==> src/design/smpq_pkg.sv <==
// Shared types and constants for the sorted min-priority queue.
`default_nettype none

package smpq_pkg;

  localparam int unsigned PrioWidth  = 16;
  localparam int unsigned CountWidth = 5;

  localparam logic OP_INSERT = 1'b0;
  localparam logic OP_REMOVE = 1'b1;

  typedef struct packed {
    logic                 operation;
    logic [PrioWidth-1:0] priority_req;
  } req_t;

  typedef struct packed {
    logic [PrioWidth-1:0]  removed_value;
    logic [CountWidth-1:0] entry_count;
    logic [PrioWidth-1:0]  smallest_value;
    logic                  is_empty;
    logic                  underflow;
    logic                  overflow;
  } rsp_t;

  typedef struct packed {
    logic capture;
    logic insert;
    logic remove;
    logic underflow;
    logic overflow;
  } cmd_t;

  typedef struct packed {
    logic empty;
    logic full;
  } status_t;

endpackage

`default_nettype wire

==> src/design/smpq_ctrl.sv <==
// Handshake controller: accepts transactions, issues datapath commands, holds result valid.
`default_nettype none

module smpq_ctrl (
  input  wire logic             clk_i,
  input  wire logic             rst_ni,
  input  wire logic             in_valid_i,
  output logic                  in_ready_o,
  input  wire logic             op_i,
  output logic                  out_valid_o,
  input  wire logic             out_ready_i,
  input  wire smpq_pkg::status_t status_i,
  output smpq_pkg::cmd_t        cmd_o
);
  import smpq_pkg::*;

  localparam logic ST_IDLE = 1'b0;
  localparam logic ST_HOLD = 1'b1;

  logic state_q;
  logic state_d;
  logic accept;

  assign out_valid_o = (state_q == ST_HOLD);
  assign in_ready_o  = (state_q == ST_IDLE) || out_ready_i;
  assign accept      = in_valid_i && in_ready_o;

  always_comb begin
    cmd_o.capture   = accept;
    cmd_o.insert    = accept && (op_i == OP_INSERT) && !status_i.full;
    cmd_o.overflow  = accept && (op_i == OP_INSERT) && status_i.full;
    cmd_o.remove    = accept && (op_i == OP_REMOVE) && !status_i.empty;
    cmd_o.underflow = accept && (op_i == OP_REMOVE) && status_i.empty;
  end

  always_comb begin
    state_d = state_q;
    unique case (state_q)
      ST_IDLE: begin
        if (accept) state_d = ST_HOLD;
      end
      ST_HOLD: begin
        if (accept) begin
          state_d = ST_HOLD;
        end else if (out_ready_i) begin
          state_d = ST_IDLE;
        end
      end
      default: state_d = ST_IDLE;
    endcase
  end

  always_ff @(posedge clk_i or negedge rst_ni) begin
    if (!rst_ni) begin
      state_q <= ST_IDLE;
    end else begin
      state_q <= state_d;
    end
  end

  a_single_action: assert property (@(posedge clk_i) disable iff (!rst_ni)
    $countones({cmd_o.insert, cmd_o.remove, cmd_o.underflow, cmd_o.overflow}) <= 1)
    else $error("more than one datapath action in a cycle");

  a_action_needs_capture: assert property (@(posedge clk_i) disable iff (!rst_ni)
    (cmd_o.insert || cmd_o.remove || cmd_o.underflow || cmd_o.overflow) |-> cmd_o.capture)
    else $error("datapath action without capture");

  a_capture_shows_result: assert property (@(posedge clk_i) disable iff (!rst_ni)
    cmd_o.capture |=> out_valid_o)
    else $error("captured result not presented");

endmodule

`default_nettype wire

==> src/design/smpq_datapath.sv <==
// Sorted entry cells, entry count and result register.
`default_nettype none

module smpq_datapath #(
  parameter int unsigned CAPACITY    = 16,
  parameter int unsigned VALUE_WIDTH = 16
) (
  input  wire logic           clk_i,
  input  wire logic           rst_ni,
  input  wire smpq_pkg::cmd_t cmd_i,
  input  wire smpq_pkg::req_t req_i,
  output smpq_pkg::status_t   status_o,
  output smpq_pkg::rsp_t      rsp_o
);
  import smpq_pkg::*;

  localparam int unsigned CntW = $clog2(CAPACITY + 1);

  logic [VALUE_WIDTH-1:0] entry_q [CAPACITY];
  logic [VALUE_WIDTH-1:0] entry_d [CAPACITY];
  logic [CntW-1:0]        count_q;
  logic [CntW-1:0]        count_d;
  logic [CAPACITY-1:0]    ge;
  logic [31:0]            pri_ext;
  logic [VALUE_WIDTH-1:0] pri;
  logic [VALUE_WIDTH-1:0] removed;
  logic [VALUE_WIDTH-1:0] smallest;
  logic [31:0]            removed_ext;
  logic [31:0]            smallest_ext;
  logic [31:0]            count_ext;
  rsp_t                   rsp_q;

  assign pri_ext = 32'(req_i.priority_req);
  assign pri     = pri_ext[VALUE_WIDTH-1:0];

  assign status_o.empty = (count_q == '0);
  assign status_o.full  = (count_q == CntW'(CAPACITY));

  always_comb begin
    for (int k = 0; k < CAPACITY; k++) begin
      ge[k] = (CntW'(k) >= count_q) || (entry_q[k] >= pri);
    end
  end

  always_comb begin
    for (int k = 0; k < CAPACITY; k++) begin
      entry_d[k] = entry_q[k];
      if (cmd_i.insert) begin
        if (ge[k]) begin
          if (k == 0) begin
            entry_d[k] = pri;
          end else begin
            entry_d[k] = ge[k-1] ? entry_q[k-1] : pri;
          end
        end
      end else if (cmd_i.remove) begin
        if (k < CAPACITY - 1) entry_d[k] = entry_q[k+1];
      end
    end
  end

  always_comb begin
    count_d  = count_q;
    removed  = '0;
    smallest = status_o.empty ? '0 : entry_q[0];
    if (cmd_i.insert) begin
      count_d  = count_q + CntW'(1);
      smallest = ge[0] ? pri : entry_q[0];
    end else if (cmd_i.remove) begin
      count_d  = count_q - CntW'(1);
      removed  = entry_q[0];
      smallest = (count_q > CntW'(1)) ? entry_q[1] : '0;
    end
  end

  assign removed_ext  = 32'(removed);
  assign smallest_ext = 32'(smallest);
  assign count_ext    = 32'(count_d);

  always_ff @(posedge clk_i) begin
    if (cmd_i.insert || cmd_i.remove) begin
      entry_q <= entry_d;
    end
    if (cmd_i.capture) begin
      rsp_q.removed_value  <= removed_ext[PrioWidth-1:0];
      rsp_q.entry_count    <= count_ext[CountWidth-1:0];
      rsp_q.smallest_value <= smallest_ext[PrioWidth-1:0];
      rsp_q.is_empty       <= (count_d == '0);
      rsp_q.underflow      <= cmd_i.underflow;
      rsp_q.overflow       <= cmd_i.overflow;
    end
  end

  always_ff @(posedge clk_i or negedge rst_ni) begin
    if (!rst_ni) begin
      count_q <= '0;
    end else begin
      count_q <= count_d;
    end
  end

  assign rsp_o = rsp_q;

  a_count_bound: assert property (@(posedge clk_i) disable iff (!rst_ni)
    count_q <= CntW'(CAPACITY))
    else $error("entry count beyond capacity");

  a_insert_grows: assert property (@(posedge clk_i) disable iff (!rst_ni)
    cmd_i.insert |=> count_q == $past(count_q) + CntW'(1))
    else $error("insert did not advance count");

  a_remove_shrinks: assert property (@(posedge clk_i) disable iff (!rst_ni)
    cmd_i.remove |=> count_q == $past(count_q) - CntW'(1))
    else $error("remove did not drop count");

  a_head_ordered: assert property (@(posedge clk_i) disable iff (!rst_ni)
    (count_q >= CntW'(2)) |-> (entry_q[0] <= entry_q[1]))
    else $error("head entries out of order");

endmodule

`default_nettype wire

==> src/design/sorted_min_priority_queue_unit.sv <==
// Sorted min-priority queue top level: controller plus compare-and-shift datapath.
// Each transaction is an insert or a remove of the smallest entry and returns one result.
// In every transaction all CAPACITY cells compare against the new priority and shift
// in parallel at the accepting edge, and the result is registered and shown the
// next cycle. in_ready_o is high while the result register is empty or being taken, so one
// transaction per cycle is sustained when the output side keeps out_ready_i high.
// No clearing pass follows reset; the queue is empty at once.
`default_nettype none

module sorted_min_priority_queue_unit #(
  parameter int unsigned CAPACITY    = 16,
  parameter int unsigned VALUE_WIDTH = 16
) (
  input  wire logic           clk_i,
  input  wire logic           rst_ni,
  input  wire logic           in_valid_i,
  output logic                in_ready_o,
  input  wire smpq_pkg::req_t in_req_i,
  output logic                out_valid_o,
  input  wire logic           out_ready_i,
  output smpq_pkg::rsp_t      out_rsp_o
);
  import smpq_pkg::*;

  cmd_t    cmd;
  status_t status;

  smpq_ctrl u_ctrl (
    .clk_i      (clk_i),
    .rst_ni     (rst_ni),
    .in_valid_i (in_valid_i),
    .in_ready_o (in_ready_o),
    .op_i       (in_req_i.operation),
    .out_valid_o(out_valid_o),
    .out_ready_i(out_ready_i),
    .status_i   (status),
    .cmd_o      (cmd)
  );

  smpq_datapath #(
    .CAPACITY   (CAPACITY),
    .VALUE_WIDTH(VALUE_WIDTH)
  ) u_datapath (
    .clk_i   (clk_i),
    .rst_ni  (rst_ni),
    .cmd_i   (cmd),
    .req_i   (in_req_i),
    .status_o(status),
    .rsp_o   (out_rsp_o)
  );

endmodule

`default_nettype wire
==> config.mk <==
export PLATFORM = sky130hd
export DESIGN_NAME = sorted_min_priority_queue_unit
export DESIGN_NICKNAME = d
export VERILOG_FILES = /design/src/design/smpq_pkg.sv /design/src/design/smpq_ctrl.sv /design/src/design/smpq_datapath.sv /design/src/design/sorted_min_priority_queue_unit.sv
export SDC_FILE = /design/constraint.sdc
export NUM_CORES = 1
export LEC_CHECK = 0
export BUFFER_PORTS_ARGS = -buffer_cell sky130_fd_sc_hd__buf_2
export CORE_MARGIN = 2
export CORE_UTILIZATION = 45
export CTS_CLUSTER_DIAMETER = 80
export DETAILED_ROUTE_END_ITERATION = 10
export HOLD_SLACK_MARGIN = 0.08
export MAX_ROUTING_LAYER = met4
export PLACE_DENSITY_LB_ADDON = 0.1
export SLEW_MARGIN = 20
export SYNTH_ARGS = -nofsm -noshare
export SYNTH_HDL_FRONTEND = slang
export SYNTH_SLANG_ARGS = --single-unit
==> constraint.sdc <==
create_clock -name clk_i -period 4.4 [get_ports clk_i]
set_clock_uncertainty 0.05 [all_clocks]
set_input_delay 0.22 -clock clk_i [delete_from_list [all_inputs] [get_ports clk_i]]
set_output_delay 0.22 -clock clk_i [all_outputs]
set_load 0.05 [all_outputs]
==> results of run 1 <==
[where the power goes]
group,switching [mW],total [mW],internal [mW]
clock network,1.35,3.12,1.78
logic,2.25,3.54,1.30
registers,0.499,4.25,3.75
total,4.09,10.9,6.82
[cell families after synthesis]
group                      count (synthesis)  synth area share (%)
AOI/OAI and AO/OA                        675                  23.4
and+or+nand+nor                          555                  12.6
DFF                                      302                  41.5
adders and majority gates                261                  15.0
buffers and inverters                    253                  5.06
muxes                                     48                  2.30
xor gates and xnor gates                   3                 0.121
[path summary, 6_finish.rpt]
kind | endpoint | slack, ns
min in group asynchronous | u_datapath.count_q[4]$_DFF_PN0_ | 0.54
worst min-delay path | u_datapath.rsp_o[1]$_DFFE_PN_ | 0.13
worst max register to register | u_datapath.entry_q[110]$_DFFE_PP_ | 0.74
worst max-delay path | u_datapath.entry_q[110]$_DFFE_PP_ | 0.74
worst min register to register | u_datapath.entry_q[224]$_DFFE_PP_ | 0.55
max in group asynchronous | u_datapath.count_q[1]$_DFF_PN0_ | 3.53
[routing by layer]
metal / part of all wire, % / vias up / track usage (%)
met3: 8.3 / 292 / 6.41
met2: 45 / 1036 / 55.8
met1: 39 / 9566 / 45.1
met5: 0 / - / -
li1: - / 8525 / -
met4: 7.2 / 0 / 24.1
[timing repair]
action	CTS	global route
hold buffers	4	0
endpoints found under the hold margin	9	0
gates resized for setup	0	0
[worst register-to-register path, stage by stage, from the launching register on]
cell and delay, ns:
dfrtp_1 0.48, inv_1 0.15, ha_1 0.26, or4b_1 0.28, nand4_1 0.88, o21ai_1 0.97, buf_4 0.31
[sequential cells by signal (all words and copies together) (netlist names)]
register and flops:
u_ctrl.out_valid_o 1, u_datapath.count_q 5, u_datapath.entry_q 256, u_datapath.rsp_o 40
[cell usage in the layout (no fill, tap or decap), types with 20 or more instances in the layout]
cell | netlist | routed
a211o_1 | 21 | 21
a221oi_1 | 51 | 51
mux2i_1 | 32 | 32
nand2_1 | 200 | 199
clkbuf_16 | 0 | 39
nand4_1 | 41 | 41
inv_1 | 88 | 88
a221o_1 | 136 | 135
ha_1 | 261 | 261
buf_4 | 15 | 153
or3_1 | 47 | 47
nor2_1 | 78 | 77
a21o_1 | 54 | 54
edfxtp_1 | 296 | 296
o21ai_0 | 77 | 65
and2_1 | 28 | 27
and3_1 | 20 | 20
o221ai_1 | 64 | 64
nand3_1 | 46 | 46
nor3_1 | 40 | 39
a21oi_1 | 180 | 180
buf_2 | 66 | 62
[layout make-up]
class                   instances  area share [%]
inverters                      89            1.36
flip-flops and latches        302            36.7
multi-input cells            1542            47.5
repair buffers                223            6.42
clock inverters                19           0.641
diodes                          4          0.0407
clock buffers                  52            4.20
well taps                     615            3.13
==> summary.txt, run 1 <==
Synthesis
  – #FFs+latches synth: 302
  – Top cell type's share of synthesized area: between 40% and 50%
  – Number of library cell types mapped by synthesis: 73
  – Largest area contributor in the netlist: edfxtp_1
  – Number of flops mapped to enable cells by yosys: slightly below 300
  – Syn Inst Count: 2,097
  – Syn avg cell area: 10.4 µm²
  – Post-synth ARST share: ~2%
  – Count leader, synth: edfxtp_1
  – Top FF cell, synth: edfxtp_1
  – Mapped cell area: roughly 22,000 µm²
  – Net Count, Synth: 2,379
  – Seq/Total Area, Yosys: between 40% and 50%
  – Post-synth top cells: 296 x edfxtp_1, 261 x ha_1, 200 x nand2_1, 180 x a21oi_1, 136 x a221o_1
  – Ys Warns: 0
  – Synth top area cells: edfxtp_1 41%, ha_1 15%, a221o_1 6.2%

Die
  – Initial Util: 45.6%
  – # IOs: between 60 and 70
  – Die X: approximately 220 µm
  – Placeable Area: approximately 48,000 µm²
  – Die height: between 200 and 250 µm
  – Die ar.: 50,200 µm²
  – Placement row count: 80

Critical path
  – Worst reg-to-reg path cell count: 6
  – Critical Path AT: 3.89 ns
  – Critical Path Sink Type: flip-flop
  – CP max FO: 11
  – Crit path from: u_datapath.count_q[0]$_DFF_PN0_
  – Origin of the critical flop-to-flop path: u_datapath.count_q[0]$_DFF_PN0_
  – CP peak stage delay: 0.96 ns
  – Buffers & Inverters on Critical Path: 2
  – Worst path required time: 4.63 ns
  – Crit-path leading delay family: simple AND/OR/NAND/NOR gates
  – Cells along the critical path: inv_1 -> ha_1 -> or4b_1 -> nand4_1 -> o21ai_1 -> buf_4
  – WS Path Type: reg2reg
  – CP max stage cell: o21ai_1
  – WP depth: 6
  – Crit start category: flip-flop

Clock tree
  – CTS Buffer Depth: 3
  – CTS root buf: clkbuf_16
  – H-tree Lvls: 2
  – CTS tree: built
  – Cts bufs inserted: 39
  – Sink Count: approximately 300
  – Clock Pin Slew Worst Setup and Hold Paths: 0.06 ns
  – Setup Buffers After CTS: 0
  – Worst skew pair latency: 0.57 ns

STA
  – Setup violations, final: 0
  – Post-route setup TNS: 0 ns
  – Post-route clock period utilization: 83.3%
  – Slew Limit Fails: 0
  – Max-slew headroom: 26.7%
  – Fin crit period: 3.66 ns
  – Fmax: about 0.27 GHz
  – Final setup margin: around 0.74 ns
  – Final Hold Fails: 0
  – Slew @ Worst Pin: 1.10 ns
  – Final hold slack: between 0.1 and 0.15 ns
  – RSZ-0062 raised after global routing: no

Power
  – Pwr Total: 10.9 mW
  – Leak Pwr: 9.85 nW
  – Max VDD drop: 0.277 mV
  – PwrDens: 443 nW/µm²

Cells and area
  – Final Util: 51.5%
  – # nets final: 2,479
  – Final std cells w/o fill: 2,846
  – Cell area after layout: 24,600 µm²
  – Fillers: 4,304
  – Register area: ~9000 µm²
  – Fraction of layout cells with a size suffix above 1: between 10% and 20%
  – Area growth syn-to-layout: 12.9%
  – Footprint of the multi-input gates: 11,700 µm²

Flow run
  – Max Cap Viol: 0

Placement
  – DP HPWL: roughly 66,000 µm
  – Final Wtd Congestion: between 0.9 and 1
  – Buffers on Ports: 62
  – Area after DPL: 23,400 µm²
  – Pre-CTS setup slack: around 0.71 ns
  – Dpl cells: 2,767

Route
  – Vias: 19.4k
  – Via/cell ratio: 6.82
  – First-pass DRT Iterations: 6
  – Total Wirelength: 90,200 µm
  – # DRC: 0
  – Initial detailed-routing violation count: ~2.2k
  – Routed WL per cell: between 30 and 40 µm
  – Final ANT Viol Nets: 0

Global route
  – Vias in the first global route: between 15k and 20k
  – Global-route wire length before repair: 130,000 µm
  – GRT Residual Overflow: 0
  – Antenna violations before repair: 4
  – Gr usage total: a little under two fifths
  – Largest net degree at the start of global routing: between 70 and 80

Min path
  – Worst hold stages: 3
  – Hold crit path type: in2reg
  – Worst Min Path Start: in_req_i[16]

Run status
  – Outcome: finished, final reports clean
(Power assumes the default switching activity.)
==> run 2: changes to the inputs <==
clock period = 3 ns   (was 4.4 ns; I/O delays follow)
==> run 2 against run 1 <==
- fmax up 26%
- power rose by 49%
- sequential power is 44% higher
- cell count increased by 2.9%
- largest power group unchanged
- highest routed layer unchanged
==> summary.txt, run 2 (synthesized netlist as in run 1, its figures left out) <==
STA
  – Fin crit period: 2.91 ns (-0.753 ns)
  – Fmax: 0.344 GHz (+26%)
  – Final setup margin: 0.0900 ns (-0.647 ns)
  – Slew @ Worst Pin: 0.933 ns (-0.163 ns)
  – Setup violations, final: 0 (unchanged)
  – Final Hold Fails: 0 (unchanged)
  – RSZ-0062 raised after global routing: no
  – Post-route clock period utilization: 97.0% (+14 points)
  – Slew Limit Fails: 0 (unchanged)
  – Final hold slack: 0.174 ns (+0.0467 ns)
  – Max-slew headroom: 37.8% (+11 points)

Clock tree
  – Clock Pin Slew Worst Setup and Hold Paths: 0.06 ns (about the same)
  – Setup Buffers After CTS: 0 (unchanged)
  – Worst skew pair latency: 0.56 ns (about the same)
  – Sink Count: 302 (unchanged)
  – CTS root buf: clkbuf_16
  – CTS tree: built
  – H-tree Lvls: 2 (unchanged)
  – CTS Buffer Depth: 3 (unchanged)
  – Cts bufs inserted: 37 (-5.1%)

Cells and area
  – Max reg flops: 256 (unchanged)
  – Reg with most FFs: u_datapath.entry_q
  – Most frequent cells in the layout: 296 x edfxtp_1, 261 x ha_1, 213 x buf_4
  – Fillers: 4,244 (-1.4%)
  – Cell area after layout: 25,700 µm² (+4.3%)
  – # nets final: 2,566 (+3.5%)
  – Most common cell after layout, fill and taps aside: edfxtp_1
  – Area growth syn-to-layout: 17.8%
  – Fraction of layout cells with a size suffix above 1: 18.7% (+3.6 points)

Critical path
  – CP peak stage delay: 0.55 ns (-0.41 ns)
  – Critical Path AT: 3.18 ns (-0.71 ns)
  – CP max stage cell: a2111oi_1
  – Buffers & Inverters on Critical Path: 1 (-1)
  – Cells along the critical path: ha_1 -> a21o_1 -> a21o_1 -> a2111oi_1 -> o31a_1 -> nor3_2 -> buf_4 -> a221oi_1
  – Critical Path Sink Type: flip-flop
  – Top cell by count, worst path: a21o_1
  – Crit-path leading delay family: compound AO/OA/AOI/OAI gates
  – Crit start category: flip-flop
  – Worst path required time: 3.27 ns (-1.36 ns)
  – WS Path Type: reg2reg
  – WP depth: 8 (+2)
  – CP max FO: 16 (+5)
  – Worst reg-to-reg path cell count: 8 (+2)

Die
  – Placeable Area: 47,700 µm² (unchanged)
  – # IOs: 63 (unchanged)
  – Die height: 224 µm (unchanged)
  – Die X: 224 µm (unchanged)
  – Initial Util: 45.6% (unchanged)
  – Placement row count: 80 (unchanged)
  – Die ar.: 50,200 µm² (unchanged)

Route
  – Routed WL per cell: 30.4 µm (-4.0%)
  – Initial detailed-routing violation count: 2,808 (+27%)
  – First-pass DRT Iterations: 6 (unchanged)
  – # DRC: 0 (unchanged)
  – Vias: 19.8k (+1.7%)
  – Via/cell ratio: 6.75 (-1.1%)
  – Final ANT Viol Nets: 0 (unchanged)
  – Total Wirelength: 89,000 µm (-1.3%)

Power
  – Share of power burned in combinational logic: 35.5% (+3.0 points)
  – Int Pwr: 10.3 mW (+51%)
  – Net switching share of the total power: 36.6% (-0.85 points)
  – Seq pwr share: 37.5% (-1.4 points)
  – PwrDens: 633 nW/µm² (+43%)
  – Clk pwr share: 27.0% (-1.6 points)
  – Leak Pwr: 10.4 nW (+5.5%)
  – Max VDD drop: 0.389 mV (+40%)
  – Pwr Total: 16.3 mW (+49%)
  – Switching power: 5.95 mW (+46%)

Global route
  – Antenna violations before repair: 1 (-3)
  – Largest net degree at the start of global routing: 74 (-2.6%)
  – Gr usage total: 36.3% (-0.41 points)
  – GRT Residual Overflow: 0 (unchanged)
  – Global-route wire length before repair: 128,000 µm (-1.6%)
  – Vias in the first global route: 18.3k (-3.3%)

Placement
  – DP HPWL: 67,100 µm (+1.3%)
  – Pre-CTS setup slack: -0.339 ns (-1.05 ns)
  – Buffers on Ports: 62 (unchanged)
  – Final Wtd Congestion: 1.02 (+3.5%)
  – Area after DPL: 24,400 µm² (+4.6%)

Run status
  – Outcome: finished, final reports clean

Min path
  – Worst hold stages: 3 (unchanged)
  – Hold crit path type: in2reg

Flow run
  – Max Cap Viol: 0 (unchanged)
-- run 2: changes by cell type in the layout (fill, tap and decap cells not counted), moves of 4 or more --
cell,delta
o21ai_1,-7
clkinv_2,-4
nor2_2,+5
nor2_1,-5
buf_4,+60
o21ai_4,+4
buf_12,+27
-- run 2: per-stage QoR --
| stage | util, % | std cells | setup TNS [ns] |
|---|---|---|---|
| floorplan | - | 2097 | -13.54 |
| global placement | 51.1 | 2855 | -5.66 |
| detailed placement | 51.2 | 2855 | -3.86 |
| CTS | 53.7 | 2927 | 0 |
| global route | 53.8 | 2928 | 0 |
| finish | 53.8 | 2928 | 0 |
-- run 2: final cells by class --
cell class                 count  area (µm²)  area share (%)
inverter                      89         334            1.30
timing repair buffer         312        2590            10.1
sequential                   302        9040            35.2
antenna                        1        2.50         0.00975
clock inverter                14        91.3           0.356
tap                          615         769            3.00
multi-input combinational   1542       11800            45.9
clock buffer                  53        1060            4.12
-- run 2: timing repair --
item	CTS	global route
gates resized for setup	1	7
hold buffers	5	0
endpoints found under the hold margin	10	0
setup endpoints to repair	1	47
-- run 2: metal layers --
layer  vias up  track usage, %  wire [µm]
met5         -               -          0
met4         0            14.2       4090
met3       189            8.08       9890
met2      1130            51.4      37100
met1      9738            50.5      37900
li1       8700               -          -
-- run 2: worst min-delay path, stage by stage --
cell     delay, ns
buf_2         0.09
buf_4         0.26
a221o_1       0.18
-- run 2: final timing paths --
path / from / to / slack, ns
max in group asynchronous: rst_ni / u_datapath.count_q[3]$_DFF_PN0_ / 2.20
min reg2reg: u_datapath.entry_q[208]$_DFFE_PP_ / u_datapath.entry_q[224]$_DFFE_PP_ / 0.53
max: u_datapath.entry_q[165]$_DFFE_PP_ / u_datapath.entry_q[147]$_DFFE_PP_ / 0.09
max reg2reg: u_datapath.entry_q[165]$_DFFE_PP_ / u_datapath.entry_q[147]$_DFFE_PP_ / 0.09
min in group asynchronous: rst_ni / u_ctrl.out_valid_o$_DFF_PN0_ / 0.47
min: in_req_i[15] / u_datapath.rsp_o[18]$_DFFE_PN_ / 0.17
-- run 2: power by group through the flow --
stage	clock, mW	combinational (mW)	sequential [mW]
CTS	4.42	5.64	6.05
global route	4.57	6.21	6.11
finish	4.39	5.76	6.10
detailed placement	0	5.60	6.14
floorplan	0	3.40	6.08
global placement	0	5.51	6.13
